## config.mk

```make
export PLATFORM = sky130hd
export DESIGN_NAME = bdrs_seq
export DESIGN_NICKNAME = d
export VERILOG_FILES = /design/src/hw/rtl/bdrs_pkg.sv /design/src/hw/rtl/bdrs_seq.sv
export VERILOG_INCLUDE_DIRS = /design/src /design/src/hw/rtl
export SDC_FILE = /design/constraint.sdc
export NUM_CORES = 1
export LEC_CHECK = 0
export BUFFER_PORTS_ARGS = -buffer_cell sky130_fd_sc_hd__buf_2
export CAP_MARGIN = 20
export CORE_AREA = 8 8 197 199
export DETAILED_ROUTE_END_ITERATION = 16
export DIE_AREA = 0 0 205 207
export GPL_TIMING_DRIVEN = 1
export PLACE_DENSITY = 0.72
export RECOVER_POWER = 100
export SLEW_MARGIN = 40
export SYNTH_ARGS = -nofsm -noshare
export SYNTH_HDL_FRONTEND = slang
export SYNTH_SLANG_ARGS = --single-unit
```

## constraint.sdc

```tcl
create_clock -name clk_i -period 14.1 [get_ports clk_i]
set_input_delay 0.705 -clock clk_i [delete_from_list [all_inputs] [get_ports clk_i]]
set_output_delay 0.705 -clock clk_i [all_outputs]
set_load 0.01 [all_outputs]
```

## src/hw/rtl/block_decomposed_range_sum_core_defines.svh

```systemverilog
// Assertion macros used by the range sum core sequencer (bdrs_seq).
// Needs clk_i and rst_ni in the scope where a macro is used.
`ifndef BLOCK_DECOMPOSED_RANGE_SUM_CORE_DEFINES_SVH
`define BLOCK_DECOMPOSED_RANGE_SUM_CORE_DEFINES_SVH

// Same-cycle implication, disabled while reset is asserted.
`define BDRS_ASSERT_NOW(label, ante, cons, msg) \
  label: assert property (@(posedge clk_i) disable iff (!rst_ni) (ante) |-> (cons)) \
    else $error(msg);

// Next-cycle implication, disabled while reset is asserted.
`define BDRS_ASSERT_NEXT(label, ante, cons, msg) \
  label: assert property (@(posedge clk_i) disable iff (!rst_ni) (ante) |=> (cons)) \
    else $error(msg);

`endif

```

## src/hw/rtl/bdrs_pkg.sv

```systemverilog
// Types, sizes and codes for the block-decomposed range sum core.
// No dependencies; used by bdrs_seq and the top level.
package bdrs_pkg;

  localparam int IDX_W        = 10;
  localparam int MAX_ELEMENTS = 1 << IDX_W;
  localparam int BLOCK_SIZE   = 32;
  localparam int BLK_W        = $clog2(BLOCK_SIZE);
  localparam int GROUPS       = MAX_ELEMENTS / BLOCK_SIZE;
  localparam int GRP_W        = IDX_W - BLK_W;
  localparam int CNT_W        = IDX_W + 1;
  localparam int VAL_W        = 32;
  localparam int BSUM_W       = VAL_W + BLK_W;
  localparam int SUM_W        = 42;

  localparam logic [CNT_W-1:0] COUNT_RESET = CNT_W'(MAX_ELEMENTS);

  localparam logic CMD_UPDATE = 1'b0;
  localparam logic CMD_QUERY  = 1'b1;

  typedef enum logic [1:0] {
    ST_CLEAR,
    ST_IDLE,
    ST_UPD_WR,
    ST_QRUN
  } state_e;

  typedef struct packed {
    logic                    command;
    logic [IDX_W-1:0]        first_index;
    logic [IDX_W-1:0]        last_index;
    logic signed [VAL_W-1:0] new_value;
  } cmd_t;

  typedef struct packed {
    logic signed [SUM_W-1:0] range_sum;
    logic                    range_error;
  } rsp_t;

  typedef struct packed {
    logic             we;
    logic [IDX_W-1:0] waddr;
    logic [VAL_W-1:0] wdata;
    logic [IDX_W-1:0] raddr;
  } elem_req_t;

  typedef struct packed {
    logic              we;
    logic [GRP_W-1:0]  waddr;
    logic [BSUM_W-1:0] wdata;
    logic [GRP_W-1:0]  raddr;
  } blk_req_t;

endpackage

```

## src/hw/rtl/bdrs_seq.sv

```systemverilog
// Sequencer of the range sum core: clearing pass, update read-modify-write,
// query walk and result register. Depends on bdrs_pkg and the defines header.
`include "block_decomposed_range_sum_core_defines.svh"

module bdrs_seq (
  input  logic                         clk_i,
  input  logic                         rst_ni,
  input  logic                         start_i,
  output logic                         busy_o,
  input  bdrs_pkg::cmd_t               cmd_i,
  input  logic [bdrs_pkg::CNT_W-1:0]   count_i,
  output bdrs_pkg::elem_req_t          elem_req_o,
  output bdrs_pkg::blk_req_t           blk_req_o,
  input  logic [bdrs_pkg::VAL_W-1:0]   elem_rdata_i,
  input  logic [bdrs_pkg::BSUM_W-1:0]  blk_rdata_i,
  output logic                         strobe_o,
  output bdrs_pkg::rsp_t               rsp_o
);

  localparam int IDX_W  = bdrs_pkg::IDX_W;
  localparam int BLK_W  = bdrs_pkg::BLK_W;
  localparam int VAL_W  = bdrs_pkg::VAL_W;
  localparam int BSUM_W = bdrs_pkg::BSUM_W;
  localparam int SUM_W  = bdrs_pkg::SUM_W;

  bdrs_pkg::state_e state_q, state_d;

  logic [IDX_W-1:0]        clr_q, clr_d;
  logic [IDX_W:0]          cursor_q, cursor_d;
  logic [IDX_W-1:0]        hi_q, hi_d;
  logic [IDX_W-1:0]        upd_idx_q, upd_idx_d;
  logic [VAL_W-1:0]        upd_val_q, upd_val_d;
  logic                    pend_q, pend_d;
  logic                    pend_blk_q, pend_blk_d;
  logic signed [SUM_W-1:0] acc_q, acc_d;
  logic                    out_valid_q, out_valid_d;
  bdrs_pkg::rsp_t          rsp_q, rsp_d;

  logic lo_ok, hi_ok;

  assign lo_ok = {1'b0, cmd_i.first_index} < count_i;
  assign hi_ok = {1'b0, cmd_i.last_index} < count_i;

  always_ff @(posedge clk_i or negedge rst_ni) begin
    if (!rst_ni) begin
      state_q     <= bdrs_pkg::ST_CLEAR;
      clr_q       <= '0;
      pend_q      <= 1'b0;
      out_valid_q <= 1'b0;
    end else begin
      state_q     <= state_d;
      clr_q       <= clr_d;
      pend_q      <= pend_d;
      out_valid_q <= out_valid_d;
    end
  end

  always_ff @(posedge clk_i) begin
    cursor_q   <= cursor_d;
    hi_q       <= hi_d;
    upd_idx_q  <= upd_idx_d;
    upd_val_q  <= upd_val_d;
    pend_blk_q <= pend_blk_d;
    acc_q      <= acc_d;
    rsp_q      <= rsp_d;
  end

  always_comb begin
    state_d     = state_q;
    clr_d       = clr_q;
    cursor_d    = cursor_q;
    hi_d        = hi_q;
    upd_idx_d   = upd_idx_q;
    upd_val_d   = upd_val_q;
    pend_d      = 1'b0;
    pend_blk_d  = pend_blk_q;
    acc_d       = acc_q;
    out_valid_d = 1'b0;
    rsp_d       = rsp_q;
    busy_o      = 1'b1;
    elem_req_o  = '0;
    blk_req_o   = '0;

    case (state_q)
      bdrs_pkg::ST_CLEAR: begin
        // Zero one element per cycle; the first rows also zero the block sums.
        elem_req_o.we    = 1'b1;
        elem_req_o.waddr = clr_q;
        blk_req_o.we     = (clr_q[IDX_W-1:bdrs_pkg::GRP_W] == '0);
        blk_req_o.waddr  = clr_q[bdrs_pkg::GRP_W-1:0];
        clr_d            = clr_q + 1'b1;
        if (clr_q == IDX_W'(bdrs_pkg::MAX_ELEMENTS - 1)) begin
          state_d = bdrs_pkg::ST_IDLE;
        end
      end

      bdrs_pkg::ST_IDLE: begin
        busy_o = 1'b0;
        if (start_i) begin
          if (cmd_i.command == bdrs_pkg::CMD_UPDATE) begin
            // Drop out-of-range updates silently.
            if (lo_ok) begin
              elem_req_o.raddr = cmd_i.first_index;
              blk_req_o.raddr  = cmd_i.first_index[IDX_W-1:BLK_W];
              upd_idx_d        = cmd_i.first_index;
              upd_val_d        = cmd_i.new_value;
              state_d          = bdrs_pkg::ST_UPD_WR;
            end
          end else if (!lo_ok || !hi_ok) begin
            rsp_d.range_sum   = '0;
            rsp_d.range_error = 1'b1;
            out_valid_d       = 1'b1;
          end else if (cmd_i.first_index > cmd_i.last_index) begin
            rsp_d.range_sum   = '0;
            rsp_d.range_error = 1'b0;
            out_valid_d       = 1'b1;
          end else begin
            cursor_d = {1'b0, cmd_i.first_index};
            hi_d     = cmd_i.last_index;
            acc_d    = '0;
            state_d  = bdrs_pkg::ST_QRUN;
          end
        end
      end

      bdrs_pkg::ST_UPD_WR: begin
        // Write the new element and correct its block sum by the difference.
        elem_req_o.we    = 1'b1;
        elem_req_o.waddr = upd_idx_q;
        elem_req_o.wdata = upd_val_q;
        blk_req_o.we     = 1'b1;
        blk_req_o.waddr  = upd_idx_q[IDX_W-1:BLK_W];
        blk_req_o.wdata  = blk_rdata_i
                         + {{(BSUM_W-VAL_W){upd_val_q[VAL_W-1]}}, upd_val_q}
                         - {{(BSUM_W-VAL_W){elem_rdata_i[VAL_W-1]}}, elem_rdata_i};
        state_d          = bdrs_pkg::ST_IDLE;
      end

      bdrs_pkg::ST_QRUN: begin
        // Accumulate the word read in the previous cycle.
        if (pend_q) begin
          if (pend_blk_q) begin
            acc_d = acc_q + {{(SUM_W-BSUM_W){blk_rdata_i[BSUM_W-1]}}, blk_rdata_i};
          end else begin
            acc_d = acc_q + {{(SUM_W-VAL_W){elem_rdata_i[VAL_W-1]}}, elem_rdata_i};
          end
        end
        if (cursor_q <= {1'b0, hi_q}) begin
          pend_d = 1'b1;
          // Take a whole block when aligned and fully inside the range.
          if ((cursor_q[BLK_W-1:0] == '0) &&
              (cursor_q + (IDX_W+1)'(bdrs_pkg::BLOCK_SIZE - 1) <= {1'b0, hi_q})) begin
            blk_req_o.raddr = cursor_q[IDX_W-1:BLK_W];
            pend_blk_d      = 1'b1;
            cursor_d        = cursor_q + (IDX_W+1)'(bdrs_pkg::BLOCK_SIZE);
          end else begin
            elem_req_o.raddr = cursor_q[IDX_W-1:0];
            pend_blk_d       = 1'b0;
            cursor_d         = cursor_q + 1'b1;
          end
        end else if (!pend_q) begin
          rsp_d.range_sum   = acc_q;
          rsp_d.range_error = 1'b0;
          out_valid_d       = 1'b1;
          state_d           = bdrs_pkg::ST_IDLE;
        end
      end

      default: begin
        state_d = bdrs_pkg::ST_IDLE;
      end
    endcase
  end

  assign strobe_o = out_valid_q;
  assign rsp_o    = rsp_q;

  `BDRS_ASSERT_NEXT(a_update_no_result,
    start_i && !busy_o && cmd_i.command == bdrs_pkg::CMD_UPDATE, !strobe_o,
    "update request produced a result")
  `BDRS_ASSERT_NOW(a_write_owner, elem_req_o.we || blk_req_o.we,
    state_q == bdrs_pkg::ST_CLEAR || state_q == bdrs_pkg::ST_UPD_WR,
    "memory write outside clearing pass or update")
  `BDRS_ASSERT_NOW(a_pend_in_walk, pend_q, state_q == bdrs_pkg::ST_QRUN,
    "pending read outside query walk")
  `BDRS_ASSERT_NOW(a_cursor_bound, state_q == bdrs_pkg::ST_QRUN,
    cursor_q <= ({1'b0, hi_q} + (IDX_W+1)'(1)),
    "query cursor ran past the range end")

endmodule

```

[Yosys cells after proc, flatten, opt, wreduce, memory -nomap -nowiden]
Index checks and enable logic that the tools add are counted.
Word-level totals
  register bits after elaboration: 163
  output and inout bits: 146
  logic and storage cells: 117
Cells by class
  add/subtract/negate cells: 8
  magnitude comparators: 5
  equal/unequal tests: 17
  multiplexer cells: 57
  bitwise gates (word level): 3
  reductions and logical operators: 15
Operator list (count)
  $mux 43: 6
  $mux 42: 6
  $pmux 43 s2: 1
  $add 42x42->42: 2
  $pmux 42 s2: 1
  $mux 11: 6
  $mux 10: 5
  $pmux 11 s2: 2
  $add 37x37->37: 1
  $mux 37: 1
  $sub 37x37->37: 1
  $mux 32: 1
  $mux 5: 5
  $le 11x10->1: 2
  $lt 10x11->1: 2
  $pmux 10 s2: 1
  $ne 2x2->1 const B: 9
  $reduce_and 6->1: 3
  $mux 2: 8
  $ne 3x3->1 const B: 4
  $pmux 6 s2: 1
  $add 11x1->11 const B: 1
  $add 11x5->11 const B: 1
  $add 11x6->11 const B: 1
  other kinds (20): 34

[Depth between registers and ports, before layout]
  depth in word-level cells: 7
  depth in mapped cells: 15

[Worst setup path before layout]
OpenSTA, ideal clock, no wires.
  kind: input to register
  start: input port count_i[1] in the netlist's numbering
  end: register acc_q[0], enable pin
  data arrival time: 5.227 ns
  required time: 13.595 ns
  path slack: 8.368 ns
  stages on the path: 9
  path buffers: 0
  cell sequence: inv_1 ha_1 a21o_1 a21o_1 a21oi_1 o21ai_0 a221oi_1 a21oi_1 o31ai_1
On the way
  longest elaborated chain between the ends: 5
Ends and longest elaborated chain
  start: declaration: RTL line bdrs_seq.sv:11  | input logic [bdrs_pkg::CNT_W-1:0] count_i,
  $lt 10x11->1, on equally long branches: RTL line bdrs_seq.sv:41, bdrs_seq.sv:42
  $logic_not 1->1: RTL line bdrs_seq.sv:109  | end else if (!lo_ok || !hi_ok) begin
  $logic_or 1x1->1 *: RTL line bdrs_seq.sv:109
  $ne 2x2->1 (no source line) *
  $reduce_and 6->1 (no source line) *
  end signal: assignment: RTL line bdrs_seq.sv:64  | acc_q <= acc_d;
  end: declaration: RTL line bdrs_seq.sv:35  | logic signed [SUM_W-1:0] acc_q, acc_d;
Every way passes the cells marked *; elsewhere a longest branch is shown, timed or not.
A chain may end at the register's enable or synchronous reset.

[Worst setup path after layout]
  start: register pend_blk_q
  end: register acc_q[41] (data pin)
On the way
  longest elaborated chain between the ends: 3
Ends and longest elaborated chain
  start: declaration: RTL line bdrs_seq.sv:34  | logic pend_blk_q, pend_blk_d;
  start signal: assignment: RTL line bdrs_seq.sv:63  | pend_blk_q <= pend_blk_d;
  $mux 42: RTL line bdrs_seq.sv:142  | if (pend_blk_q) begin
  $mux 42: RTL line bdrs_seq.sv:141  | if (pend_q) begin
  $pmux 42 s2: RTL line bdrs_seq.sv:84  | case (state_q)
No other way between the ends. The select of a mux whose other input is x is not followed.

==> results by group <==
Timing
  • Final slew viol count: 351
  • Final Cycle Share: 0.442
  • Max_slew headroom: -1.07
  • Setup repair after global routing missed its margin: false
  • Worst slew pin tran: 3.11 ns
  • Setup Viol. Count Final: 0
  • Fin Clk Skew: 0.0139 ns
  • Setup_tns: 0 ns
  • Max Freq: 160 MHz
  • Fin Hold WS: 0.317 ns
  • Setup ws final: 7.86 ns
  • Count of final hold-check violations: 0
  • Tmin final: 6.24 ns

Routing
  • Vias/cell: 5.39
  • DR WL/cell: 18.4 microns
  • Final WL: 42.4 mm
  • Final ANT Viol Nets: 0
  • Drt pass-1 iters: 5
  • Routed via count: 12388
  • Detailed router's first-iteration violation count: 800
  • Residual DRC: 0

Synth
  • Synth Instances: 1566
  • Post-synth ARST share: 0.0859
  • Synth cell types: 71
  • Xor and xnor area share after synthesis: 0.0448
  • Largest family of logic cells by synthesized area: simple AND/OR/NAND/NOR gates
  • Yosys top cell area share: 0.318
  • Sequential-to-total area share from yosys stat: 0.343
  • Ys flop type: edfxtp_1
  • Yosys reg bits: 163
  • Synth area leaders: edfxtp_1, ha_1, inv_1, fa_1, nor2_1
  • Ys Warns: 0
  • Area share of and/or/nand/nor cells after synthesis: 0.172
  • Mux contribution to synthesized area: 0.0277
  • Compound-Gate Fraction of Synth Area: 0.169
  • Syn_area_per_cell: 8.98 sq um
  • Syn_nets: 1869
  • Netlist area before placement: 14100 sq um
  • Synth Area in Adders: 0.168
  • Post-synth EDFFs: 149
  • Yosys top cell by area: edfxtp_1

Critical path
  • Flop2flop setup slack: 7.86 ns
  • RR Endpoint: acc_q[41]
  • Crit Path Max Fanout: 38
  • Crit start category: flip-flop
  • Cells on worst reg2reg path: 12
  • Critical Path RT: 14.25 ns
  • Worst Setup Path Type: flip-flop to flip-flop
  • Critical Path End Type: flip-flop
  • Reg2reg start: pend_blk_q
  • WP data arrival: 6.38 ns

Final layout
  • Diode count: 0
  • Share of layout cells above drive strength 1: 0.108
  • Nets: 2122
  • Area Overhead vs Synth: 15.1%
  • Register area: 4830 sq um
  • Final core occ: 0.451
  • Fillers: 3571
  • Multi-input gate area: 8170 sq um

Clock network
  • Cts bufs inserted: 17
  • Post-cts resize count: 0
  • Post-CTS Hold Fix Bufs: 0
  • Root buf cell: clkbuf_16
  • Clk slew on worst S/H paths: 0.08 ns
  • Clk buf depth: 2
  • # Post-CTS Setup Buffers: 0
  • Clock Sinks: 163
  • Worst-Skew Late Latency: 0.45 ns
  • CTS tree: built
  • H-tree Lvls: 4

Floorplan
  • Die W: 205 microns
  • Num rows: 70
  • Starting Density: 0.392
  • Die H: 207 microns
  • Core area: 35900 sq um
  • Die area: 42400 sq um
  • I/O Pins: 282

Pwr
  • Worst vdd rail ir drop: 0.0862 mV
  • Overall Power: 2.34 mW
  • Leak: 7.32 nW
  • Power per cell area: 144 nW/um^2

Global route
  • Global-route wire length before repair: 67.0 mm
  • Grt total ovfl: 0
  • Largest net degree at the start of global routing: 72
  • GRT Util Overall: 0.195
  • Vias in the first global route: 12686
  • Antenna violations before repair: 1

Run status
  • Failing checks: capacitance limit, slew limit
  • Status: complete, but fails checks

Job
  • Max Cap Viol: 8

Placed design
  • DP Worst Slack: 9.25 ns
  • GPL Wtd Cong: 0.918
  • Port bufs: 281
  • Dpl hpwl: 33.6 mm

Min path
  • Tightest Hold Check Type: primary input to async pin
-- through the flow --
stage	std cells	cell area [sq um]
after floorplan	1566	14100
after global placement	2267	15900
after detailed placement	2267	15900
after CTS	2298	16500
after global routing	2299	16200
final	2299	16200
-- worst max-delay path by stage --
stage | from | endpoint | slack (ns)
2_1_floorplan | count_i[1] | acc_q[0] | 8.37
3_3_place_gp | elem_rdata_i[1] | blk_req_o[37] | 9.33
3_5_place_dp | elem_rdata_i[1] | blk_req_o[37] | 9.25
4_1_cts | upd_val_q[1] | blk_req_o[37] | 9.24
5_1_grt | pend_blk_q | acc_q[41] | 7.55
6_report | pend_blk_q | acc_q[41] | 7.86
-- power breakdown --
| part | switching [mW] | leakage, nW | internal (mW) |
|---|---|---|---|
| Clock | 0.222 | 0.276 | 0.249 |
| Combinational | 0.717 | 5.47 | 0.417 |
| Sequential | 0.0578 | 1.57 | 0.673 |
-- Yosys cell counts, types with 5 or more instances --
master    count
o211ai_1      8
a21o_1       56
mux2_2       31
nand2_1     100
nand3b_1      5
inv_1       210
nor3b_1      10
o21ai_0      79
clkbuf_1     46
a211oi_1     17
and2_1       10
fa_1         37
o21bai_1     13
edfxtp_1    149
and3_1       58
nor3_1       56
dfrtp_1      14
nand3_1      43
nor2b_1       8
nand4_1      28
a21oi_1     102
a31oi_1      11
xor2_1       30
ha_1        130
nor2_1      137
nand2b_1     20
o21a_1       24
xnor2_1      42
or3_1         7
o31ai_1       6
-- placed cells by master, fill, tap and decap left out, drive strengths merged, types with 37 or more instances in the layout --
cell type	Yosys	routed
xnor2	42	42
clkbuf	46	191
a21o	59	59
fa	37	37
nand2	100	100
buf	14	120
nor2	137	137
o21ai	84	84
ha	130	130
nand3	43	43
and3	59	59
a21oi	103	103
nor3	56	56
edfxtp	149	149
inv	210	219
-- kinds of logic after synthesis --
kind of cell	Yosys count
XOR/XNOR	72
buffers and inverters	270
multiplexers	35
adder cells (fa/ha/maj)	167
AND/OR/NAND/NOR	493
flip-flops	163
AO/OA/AOI/OAI	366
-- critical path, cell delays in order, from the launching register on --
cell and delay (ns):
edfxtp_1 0.33, clkbuf_1 1.80, mux2i_1 0.57, inv_1 0.10
ha_1 0.31, a211oi_1 0.07, nor2_1 0.30, o2111ai_1 0.35
a211oi_1 0.56, o21ai_0 0.44, a2111oi_0 0.74, o21ai_0 0.15
nor3b_2 0.18
-- registers in the layout, summed over array words and instances (netlist names) --
signal	count
upd_idx_q	10
hi_q	10
clr_q	10
upd_val_q	32
acc_q	42
strobe_o	1
rsp_o	43
pend_blk_q	1
state_q	2
cursor_q	11
pend_q	1
-- per-layer routing --
| metal | part of all wire | track usage | vias to the layer above |
|---|---|---|---|
| met4 | 0.021 | 0.0540 | 2 |
| met5 | 0.00024 | 0 | - |
| met3 | 0.063 | 0.0300 | 58 |
| met2 | 0.47 | 0.333 | 429 |
| li1 | - | - | 6033 |
| met1 | 0.44 | 0.251 | 5866 |
-- cell type report --
class | instances | share of cell area
Tap cell | 468 | 0.0362
Clock inverter | 14 | 0.00881
Inverter | 210 | 0.0487
Multi-Input combinational cell | 1133 | 0.504
Timing Repair Buffer | 294 | 0.0777
Sequential cell | 163 | 0.298
Clock buffer | 17 | 0.0263
(Power assumes the default switching activity.)
